--- src/hdl/shp_pkg.sv ---
package shp_pkg;

  // Default values of the top-level parameters.
  localparam int unsigned FracBitsDef    = 4;
  localparam int unsigned PeriodWidthDef = 16;

  // Field widths.
  localparam int unsigned TempW    = 16;
  localparam int unsigned GainW    = 8;
  localparam int unsigned PwrW     = 7;
  localparam int unsigned CfgDataW = 16;
  localparam int unsigned CfgIdxW  = 3;
  localparam int unsigned OutDataW = 16;
  // Setpoint - temperature + bias needs two bits above the 16-bit operands.
  localparam int unsigned ErrW     = TempW + 2;

  // Full power in percent.
  localparam logic [PwrW-1:0] PctFull = 7'd100;

  // Register reset values.
  localparam logic signed [TempW-1:0] SetpointRst = 16'sd80;
  localparam logic signed [TempW-1:0] BiasRst     = 16'sd0;
  localparam logic [GainW-1:0]        GainRst     = 8'd1;
  localparam logic [PwrW-1:0]         MinPwrRst   = 7'd0;
  localparam int unsigned             PeriodRst   = 1000;
  localparam logic                    EnableRst   = 1'b0;

  typedef enum logic [CfgIdxW-1:0] {
    REG_SETPOINT = 3'd0,
    REG_BIAS     = 3'd1,
    REG_GAIN     = 3'd2,
    REG_MIN_PWR  = 3'd3,
    REG_PERIOD   = 3'd4,
    REG_ENABLE   = 3'd5
  } cfg_reg_e;

  // Commands from the controller to the datapath.
  typedef struct packed {
    logic ld_item;
    logic prod;
    logic smp_apply;
    logic tick_step;
    logic mul;
    logic quot;
    logic ph_apply;
    logic out_load;
  } dp_cmd_t;

  // Status from the datapath to the controller.
  typedef struct packed {
    logic is_tick;
    logic smp_start;
    logic tick_expire;
  } dp_status_t;

endpackage

--- src/hdl/shp_dpath.sv ---
module shp_dpath #(
  parameter int unsigned FracBits    = shp_pkg::FracBitsDef,
  parameter int unsigned PeriodWidth = shp_pkg::PeriodWidthDef
) (
  input  logic                             clk_i,
  input  logic                             rst_ni,
  input  logic                             cfg_valid_i,
  input  logic [shp_pkg::CfgIdxW-1:0]      cfg_index_i,
  input  logic [shp_pkg::CfgDataW-1:0]     cfg_data_i,
  input  logic [shp_pkg::TempW-1:0]        temp_i,
  input  logic                             mode_i,
  input  shp_pkg::dp_cmd_t                 cmd_i,
  output shp_pkg::dp_status_t              status_o,
  output logic [shp_pkg::OutDataW-1:0]     res_o
);

  localparam int unsigned ErrW  = shp_pkg::ErrW;
  localparam int unsigned PwrW  = shp_pkg::PwrW;
  localparam int unsigned ProdW = ErrW + shp_pkg::GainW + 1;
  localparam int unsigned DivW  = PeriodWidth + PwrW;
  // x / 100 equals (x * RecipMul) >> RecipShift for every x below 2**DivW, because
  // RecipMul * 100 exceeds 2**RecipShift by less than 128.
  localparam int unsigned RecipShift = DivW + 7;
  localparam logic [63:0] RecipMul   = ((64'd1 << RecipShift) + 64'd99) / 64'd100;
  localparam int unsigned QuotW      = RecipShift + PeriodWidth;

  // Configuration registers.
  logic signed [shp_pkg::TempW-1:0] setpoint_q, bias_q;
  logic [shp_pkg::GainW-1:0]        gain_q;
  logic [PwrW-1:0]                  min_pwr_q;
  logic [PeriodWidth-1:0]           period_q;
  logic                             enable_q;

  // Controller state.
  logic                   relay_q, run_q, armed_q;
  logic [PwrW-1:0]        power_q;
  logic [PeriodWidth-1:0] ticks_q;

  // Working registers.
  logic signed [ErrW-1:0]  err_q, err_d;
  logic                    cut_q, cut_d;
  logic signed [ProdW-1:0] prod_q, prod_d;
  logic [ProdW-1:0]        prod_shr;
  logic [PwrW-1:0]         pwr_new;
  logic                    below_min;
  logic [DivW-1:0]         dvd_q;
  logic [QuotW-1:0]        quot_full;
  logic [PeriodWidth-1:0]  on_time_q, off_time;
  logic                    gt1;
  logic [shp_pkg::OutDataW-1:0] res_q;

  always_ff @(posedge clk_i or negedge rst_ni) begin
    if (!rst_ni) begin
      setpoint_q <= shp_pkg::SetpointRst;
      bias_q     <= shp_pkg::BiasRst;
      gain_q     <= shp_pkg::GainRst;
      min_pwr_q  <= shp_pkg::MinPwrRst;
      period_q   <= PeriodWidth'(shp_pkg::PeriodRst);
      enable_q   <= shp_pkg::EnableRst;
    end else if (cfg_valid_i) begin
      case (shp_pkg::cfg_reg_e'(cfg_index_i))
        shp_pkg::REG_SETPOINT: setpoint_q <= $signed(cfg_data_i);
        shp_pkg::REG_BIAS:     bias_q     <= $signed(cfg_data_i);
        shp_pkg::REG_GAIN:     gain_q     <= cfg_data_i[shp_pkg::GainW-1:0];
        shp_pkg::REG_MIN_PWR:  min_pwr_q  <= cfg_data_i[PwrW-1:0];
        shp_pkg::REG_PERIOD:   period_q   <= PeriodWidth'(cfg_data_i);
        shp_pkg::REG_ENABLE:   enable_q   <= cfg_data_i[0];
        default: ;
      endcase
    end
  end

  // The error is exact in ErrW bits, so the cutoff test is simply err <= 0 or enable clear.
  assign err_d = ErrW'(setpoint_q) - ErrW'($signed(temp_i)) + ErrW'(bias_q);
  assign cut_d = !enable_q || err_d[ErrW-1] || (err_d == '0);

  assign prod_d   = ProdW'(err_q) * ProdW'($signed({1'b0, gain_q}));
  assign prod_shr = $unsigned(prod_q) >> FracBits;

  always_comb begin
    if (prod_q[ProdW-1] || (prod_q == '0)) begin
      pwr_new = '0;
    end else if (prod_shr > ProdW'(shp_pkg::PctFull)) begin
      pwr_new = shp_pkg::PctFull;
    end else begin
      pwr_new = prod_shr[PwrW-1:0];
    end
  end

  assign below_min = pwr_new < min_pwr_q;

  // On time is period * power / 100, the division done by a constant reciprocal.
  assign quot_full = QuotW'(dvd_q) * QuotW'(RecipMul);

  assign off_time = period_q - on_time_q;
  assign gt1      = ticks_q > PeriodWidth'(1);

  always_ff @(posedge clk_i) begin
    if (cmd_i.ld_item) begin
      err_q <= err_d;
      cut_q <= cut_d;
    end
    if (cmd_i.prod) begin
      prod_q <= prod_d;
    end
    if (cmd_i.mul) begin
      dvd_q <= DivW'(period_q) * DivW'(power_q);
    end
    if (cmd_i.quot) begin
      on_time_q <= quot_full[QuotW-1:RecipShift];
    end
  end

  always_ff @(posedge clk_i or negedge rst_ni) begin
    if (!rst_ni) begin
      relay_q <= 1'b0;
      run_q   <= 1'b0;
      power_q <= '0;
      armed_q <= 1'b0;
      ticks_q <= '0;
      res_q   <= '0;
    end else begin
      if (cmd_i.smp_apply) begin
        if (cut_q || below_min) begin
          run_q   <= 1'b0;
          power_q <= '0;
        end else begin
          power_q <= pwr_new;
          run_q   <= 1'b1;
        end
      end else if (cmd_i.tick_step && armed_q) begin
        if (gt1) begin
          ticks_q <= ticks_q - PeriodWidth'(1);
        end else begin
          ticks_q <= '0;
          armed_q <= 1'b0;
        end
      end else if (cmd_i.ph_apply) begin
        if (!relay_q) begin
          if (!run_q) begin
            armed_q <= 1'b0;
            ticks_q <= '0;
          end else if (on_time_q == '0) begin
            armed_q <= 1'b1;
            ticks_q <= period_q;
          end else begin
            relay_q <= 1'b1;
            armed_q <= 1'b1;
            ticks_q <= on_time_q;
          end
        end else begin
          if (!run_q) begin
            relay_q <= 1'b0;
            armed_q <= 1'b0;
            ticks_q <= '0;
          end else if ((off_time == '0) && (on_time_q != '0)) begin
            // Full power: the relay stays on into the next on phase.
            armed_q <= 1'b1;
            ticks_q <= on_time_q;
          end else begin
            relay_q <= 1'b0;
            armed_q <= 1'b1;
            ticks_q <= off_time;
          end
        end
      end
      if (cmd_i.out_load) begin
        res_q <= shp_pkg::OutDataW'({run_q, power_q, relay_q});
      end
    end
  end

  assign status_o.is_tick     = mode_i;
  assign status_o.smp_start   = !cut_q && !below_min && !run_q;
  assign status_o.tick_expire = armed_q && !gt1;
  assign res_o = res_q;

endmodule

--- src/hdl/shp_ctrl.sv ---
module shp_ctrl (
  input  logic                clk_i,
  input  logic                rst_ni,
  input  logic                s_valid_i,
  output logic                s_ready_o,
  output logic                m_valid_o,
  input  logic                m_ready_i,
  input  shp_pkg::dp_status_t status_i,
  output shp_pkg::dp_cmd_t    cmd_o
);

  typedef enum logic [3:0] {
    ST_IDLE,
    ST_PROD,
    ST_SAMP,
    ST_TICK,
    ST_MUL,
    ST_QUOT,
    ST_PHASE,
    ST_OUT
  } state_e;

  state_e state_q;
  logic   s_rdy_q, m_vld_q;
  logic   out_free;

  assign out_free = !m_vld_q || m_ready_i;

  always_ff @(posedge clk_i or negedge rst_ni) begin
    if (!rst_ni) begin
      state_q <= ST_IDLE;
      s_rdy_q <= 1'b1;
      m_vld_q <= 1'b0;
    end else begin
      if (m_vld_q && m_ready_i && (state_q != ST_OUT)) begin
        m_vld_q <= 1'b0;
      end
      case (state_q)
        ST_IDLE: begin
          if (s_valid_i && s_rdy_q) begin
            s_rdy_q <= 1'b0;
            state_q <= status_i.is_tick ? ST_TICK : ST_PROD;
          end
        end
        ST_PROD:  state_q <= ST_SAMP;
        ST_SAMP:  state_q <= status_i.smp_start ? ST_MUL : ST_OUT;
        ST_TICK:  state_q <= status_i.tick_expire ? ST_MUL : ST_OUT;
        ST_MUL:   state_q <= ST_QUOT;
        ST_QUOT:  state_q <= ST_PHASE;
        ST_PHASE: state_q <= ST_OUT;
        ST_OUT: begin
          if (out_free) begin
            m_vld_q <= 1'b1;
            s_rdy_q <= 1'b1;
            state_q <= ST_IDLE;
          end
        end
        default: state_q <= ST_IDLE;
      endcase
    end
  end

  always_comb begin
    cmd_o           = '0;
    cmd_o.ld_item   = (state_q == ST_IDLE) && s_valid_i && s_rdy_q;
    cmd_o.prod      = state_q == ST_PROD;
    cmd_o.smp_apply = state_q == ST_SAMP;
    cmd_o.tick_step = state_q == ST_TICK;
    cmd_o.mul       = state_q == ST_MUL;
    cmd_o.quot      = state_q == ST_QUOT;
    cmd_o.ph_apply  = state_q == ST_PHASE;
    cmd_o.out_load  = (state_q == ST_OUT) && out_free;
  end

  assign s_ready_o = s_rdy_q;
  assign m_valid_o = m_vld_q;

endmodule

--- src/hdl/ssr_time_proportional_heater.sv ---
// Time-proportioning heater drive for a solid-state relay.
//
// The slave stream carries one item per transfer: tuser is the mode (0 for a
// temperature sample, 1 for one time tick) and tdata the signed Q12.4
// temperature, which is ignored for a tick. Every item gives exactly one
// result on the master stream: relay level, power in percent and the running
// flag. The configuration channel writes one register per transfer and is
// always ready; it is meant to be used only while the block is idle.
//
// Items are handled one at a time by a small sequencer. A tick that does not
// end a timer phase passes a tick step and then the output state, and a
// sample that does not start a cycle the product, apply and output states;
// the block is ready again in the same cycle the result turns valid. An item
// that ends a phase or starts a cycle adds a state for the product
// period * power, one for the division by 100 as a multiplication by a
// constant reciprocal, and one to load the new phase.
//
// Reset puts every configuration register at its reset value, the relay off and the timer
// disarmed. The result sits in an output register; while the receiver stalls
// the next item may still be accepted and worked on, and its result waits
// until the register is free.
module ssr_time_proportional_heater #(
  parameter int unsigned FracBits    = shp_pkg::FracBitsDef,
  parameter int unsigned PeriodWidth = shp_pkg::PeriodWidthDef
) (
  input  logic                         clk_i,
  input  logic                         rst_ni,
  input  logic                         s_axis_tvalid,
  output logic                         s_axis_tready,
  input  logic [shp_pkg::TempW-1:0]    s_axis_tdata,   // [15:0] temperature
  input  logic                         s_axis_tuser,   // [0] mode
  output logic                         m_axis_tvalid,
  input  logic                         m_axis_tready,
  // [0] relay_on, [7:1] power_percent, [8] running, [15:9] zero
  output logic [shp_pkg::OutDataW-1:0] m_axis_tdata,
  input  logic                         cfg_valid_i,
  output logic                         cfg_ready_o,
  input  logic [shp_pkg::CfgIdxW-1:0]  cfg_index_i,
  input  logic [shp_pkg::CfgDataW-1:0] cfg_data_i
);

  shp_pkg::dp_cmd_t    cmd;
  shp_pkg::dp_status_t status;

  // Register writes complete in the cycle they are offered.
  assign cfg_ready_o = 1'b1;

  shp_ctrl u_ctrl (
    .clk_i     (clk_i),
    .rst_ni    (rst_ni),
    .s_valid_i (s_axis_tvalid),
    .s_ready_o (s_axis_tready),
    .m_valid_o (m_axis_tvalid),
    .m_ready_i (m_axis_tready),
    .status_i  (status),
    .cmd_o     (cmd)
  );

  shp_dpath #(
    .FracBits   (FracBits),
    .PeriodWidth(PeriodWidth)
  ) u_dpath (
    .clk_i       (clk_i),
    .rst_ni      (rst_ni),
    .cfg_valid_i (cfg_valid_i),
    .cfg_index_i (cfg_index_i),
    .cfg_data_i  (cfg_data_i),
    .temp_i      (s_axis_tdata),
    .mode_i      (s_axis_tuser),
    .cmd_i       (cmd),
    .status_o    (status),
    .res_o       (m_axis_tdata)
  );

endmodule

--- config.mk ---
export PLATFORM = sky130hd
export DESIGN_NAME = ssr_time_proportional_heater
export DESIGN_NICKNAME = d
export VERILOG_FILES = /design/src/hdl/shp_pkg.sv /design/src/hdl/shp_dpath.sv /design/src/hdl/shp_ctrl.sv /design/src/hdl/ssr_time_proportional_heater.sv
export SDC_FILE = /design/constraint.sdc
export NUM_CORES = 2
export LEC_CHECK = 0
export ABC_AREA = 1
export BUFFER_PORTS_ARGS = -buffer_cell sky130_fd_sc_hd__buf_2
export CAP_MARGIN = 15
export CORE_ASPECT_RATIO = 0.6
export CORE_UTILIZATION = 55
export CTS_CLUSTER_DIAMETER = 150
export DETAILED_ROUTE_END_ITERATION = 10
export HOLD_SLACK_MARGIN = 0.02
export PLACE_DENSITY = 0.71
export SLEW_MARGIN = 5
export SYNTH_ARGS = -nofsm -noshare
export SYNTH_HDL_FRONTEND = slang
export SYNTH_SLANG_ARGS = --single-unit
--- constraint.sdc ---
create_clock -name clk_i -period 7.6 [get_ports clk_i]
set_input_delay 0.38 -clock clk_i [delete_from_list [all_inputs] [get_ports clk_i]]
set_output_delay 0.38 -clock clk_i [all_outputs]
set_load 0.01 [all_outputs]
==> results.sh <==
export IMPL_status="completed"
export IMPL_gp_congestion=1.03
export IMPL_path_common_cell="fa_1"
export IMPL_worstMarginPinSlew_ns=1.24
export IMPL_cp_data_arrival_time_ns=6.73
export IMPL_yosys_area_top_type_share=0.275
export IMPL_max_freq_ghz=0.154
export IMPL_async_reset_ff_frac=0.550
export IMPL_pre_cts_ws_ns=1.26
export IMPL_crit_cells=23
export IMPL_wl_mm=80.7
export IMPL_grt_pass1_wl_mm=125
export IMPL_start_util=0.560
export IMPL_min_delay_path_class="in2reg"
export IMPL_synth_edf_count=85
export IMPL_critPathBufInv=6
export IMPL_grt_pass1_vias=20996
export IMPL_vias=22411
export IMPL_synth_cell_type_count=52
export IMPL_endpoint_kind="flip-flop"
export IMPL_setup_tns_ns=0
export IMPL_hold_depth=3
export IMPL_clockBufferDepth=2
export IMPL_h_tree_depth=4
export IMPL_setup_viol=0
export IMPL_slowest_stage="edfxtp_1"
export IMPL_ioPinCount=60
export IMPL_drtIter0Drc=2344
export IMPL_dp_cells=4131
export IMPL_critical_path_max_fanout=7
export IMPL_synth_commonest_cells="inv_1 (911), nand2_1 (674), fa_1 (394)"
export IMPL_dieWidth_um=297
export IMPL_gr_usage_all_layers=0.314
export IMPL_die_h_um=179
export IMPL_dp_hpwl_mm=68.8
export IMPL_cts_repair_resized=0
export IMPL_drv_slew=0
export IMPL_finalHoldViolCount=0
export IMPL_numCtsBuffers=17
export IMPL_rows=64
export IMPL_diodes=0
export IMPL_drt_first_pass_iters=5
export IMPL_cts_hold_buf=1
export IMPL_slew_headroom=0.163
export IMPL_grt_antenna_before_repair=1
export IMPL_syn_inst=3467
export IMPL_critical_path_max_stage_delay_ns=0.54
export IMPL_nets=4269
export IMPL_cts_setup_buffers=0
export IMPL_grt_max_degree=63
export IMPL_synth_largest_area_cell="fa_1"
export IMPL_worstPathRequired_ns=7.82
export IMPL_ys_flop_type="dfrtp_1"
export IMPL_ys_seq_elements=189
export IMPL_avgSynthCellArea_sq_um=8.28
export IMPL_crit_type="reg2reg"
export IMPL_fin_skew_ns=0.0166
export IMPL_ant_nets=0
export IMPL_wl_per_cell_um=19.4
export IMPL_rr_worst_depth=23
export IMPL_clkTransAtPathRegs_ns=0.08
export IMPL_overflow=0
export IMPL_ys_top_cells_by_area="fa_1 (27%), ha_1 (16%), inv_1 (12%)"
export IMPL_area_delta_synth_final_pct=4.90
export IMPL_syn_cell_area_sq_um=28700
export IMPL_drc=0
export IMPL_yosysMostFrequentCell="inv_1"
export IMPL_crit_path_cell_trace="inv_1 > fa_1 > inv_1 > fa_1 > inv_1 > fa_1 > fa_1 > inv_1 > fa_1 > fa_1 > inv_1 > fa_1 > inv_1 > ha_1 > a21oi_1 > nor2_1 > nor2_1 > a21boi_0 > nor2_1 > nor2_1 > o21ai_0 > a21oi_1 > xnor2_1"
export IMPL_rsz0062_at_grt="false"
export IMPL_dieArea_sq_um=53100
export IMPL_maxCapViolCount=0
export IMPL_finalCritPeriodShare=0.857
export IMPL_clock_sinks=189
export IMPL_io_buffers=51
export IMPL_ys_warnings_count=0
export IMPL_cp_start_kind="flip-flop"
export IMPL_drive_gt1_frac=0.0354
export IMPL_final_cells=4164
export IMPL_critPathTopFamily="adder cells"
export IMPL_drt_vias_per_instance=5.38
export IMPL_root_buffer="clkbuf_16"
export IMPL_period_minus_slack_ns=6.51
export IMPL_coreArea_sq_um=51200
export IMPL_ys_seq_area_frac=0.180
export IMPL_finalWorstSetupSlack_ns=1.09
export IMPL_clock_latency_ns=0.48
export IMPL_cts_tree="yes"
[stage by stage]
| stage | instance area (sq um) | util | hold WS [ns] |
|---|---|---|---|
| floorplan | 28700 | - | 0.0844 |
| global placement | 29500 | 0.576 | 0.408 |
| detailed placement | 29500 | 0.576 | 0.409 |
| CTS | 30100 | 0.588 | 0.204 |
| global route | 30100 | 0.588 | 0.225 |
| finish | 30100 | 0.588 | 0.210 |
[metal layers]
| layer | GRT usage | up-vias | wire length [um] |
|---|---|---|---|
| met3 | 0.146 | 36 | 12700 |
| met4 | 0.0296 | 2 | 437 |
| met1 | 0.523 | 10688 | 40900 |
| met2 | 0.353 | 1123 | 26600 |
| li1 | - | 10562 | - |
| met5 | 0 | - | 11 |
[worst register-to-register path: cells and delay by family, from the launching register on]
| family | cells | cell delay, ns |
|---|---|---|
| compound gates | 4 | 0.91 |
| xor+xnor | 1 | 0.10 |
| fa+ha+maj | 8 | 3.85 |
| buf+inv | 6 | 0.46 |
| flops | 1 | 0.54 |
| simple gates | 4 | 0.39 |
[sequential cells by signal, summed over array words and instances (netlist names), 3 cells and up]
name / flops
u_dpath.prod_q: 27
u_dpath.dvd_q: 23
u_dpath.err_q: 18
u_dpath.bias_q: 16
u_dpath.on_time_q: 16
u_dpath.period_q: 16
u_dpath.setpoint_q: 16
u_dpath.ticks_q: 16
u_dpath.res_o: 9
u_dpath.gain_q: 8
u_dpath.min_pwr_q: 7
u_dpath.power_q: 7
u_ctrl.state_q: 3
[layout by cell type, fill, tap and decap left out, types with 10 or more instances in the layout]
| master | instances |
|---|---|
| dfstp_2 | 10 |
| o21bai_1 | 12 |
| xor2_1 | 59 |
| inv_1 | 911 |
| xnor2_1 | 30 |
| edfxtp_1 | 85 |
| nand2_1 | 674 |
| a31oi_1 | 25 |
| clkbuf_16 | 17 |
| nor4_1 | 10 |
| a21oi_1 | 149 |
| ha_1 | 376 |
| fa_1 | 394 |
| nor3_1 | 26 |
| nand4_1 | 26 |
| nor2_1 | 157 |
| buf_2 | 50 |
| o21ai_0 | 156 |
| nand3_1 | 101 |
| dfrtp_1 | 94 |
[cell type report]
type	instances	area (sq um)
clock inverters	14	171
repair buffers	59	320
multi-input cells	2277	19700
clock buffers	18	429
well taps	693	867
fillers	4656	21100
flip-flops and latches	189	5170
inverters	914	3430
[cell families after synthesis]
kind of cell               Yosys count  share of synthesized area
and+or+nand+nor                   1023                      0.145
buffers and inverters             1007                      0.134
adders and majority gates          770                      0.439
AOI/OAI and AO/OA                  387                     0.0743
DFF                                189                      0.180
xor gates and xnor gates            89                     0.0272
other                                2                   0.000262
[final timing paths]
kind | end | startpoint | slack [ns]
min in group asynchronous | u_dpath.bias_q[12] | rst_ni | 0.43
max | u_dpath.on_time_q[6] | u_dpath.dvd_q[6] | 1.09
max in group asynchronous | u_dpath.res_o[5] | rst_ni | 5.96
min reg2reg | u_dpath.setpoint_q[9] | u_dpath.setpoint_q[9] | 0.49
min | u_dpath.period_q[11] | cfg_data_i[11] | 0.21
max reg2reg | u_dpath.on_time_q[6] | u_dpath.dvd_q[6] | 1.09
Power is left out: the tool's default activity adds up to more than one toggle a clock period on the data nets, which glitch-free logic cannot reach.
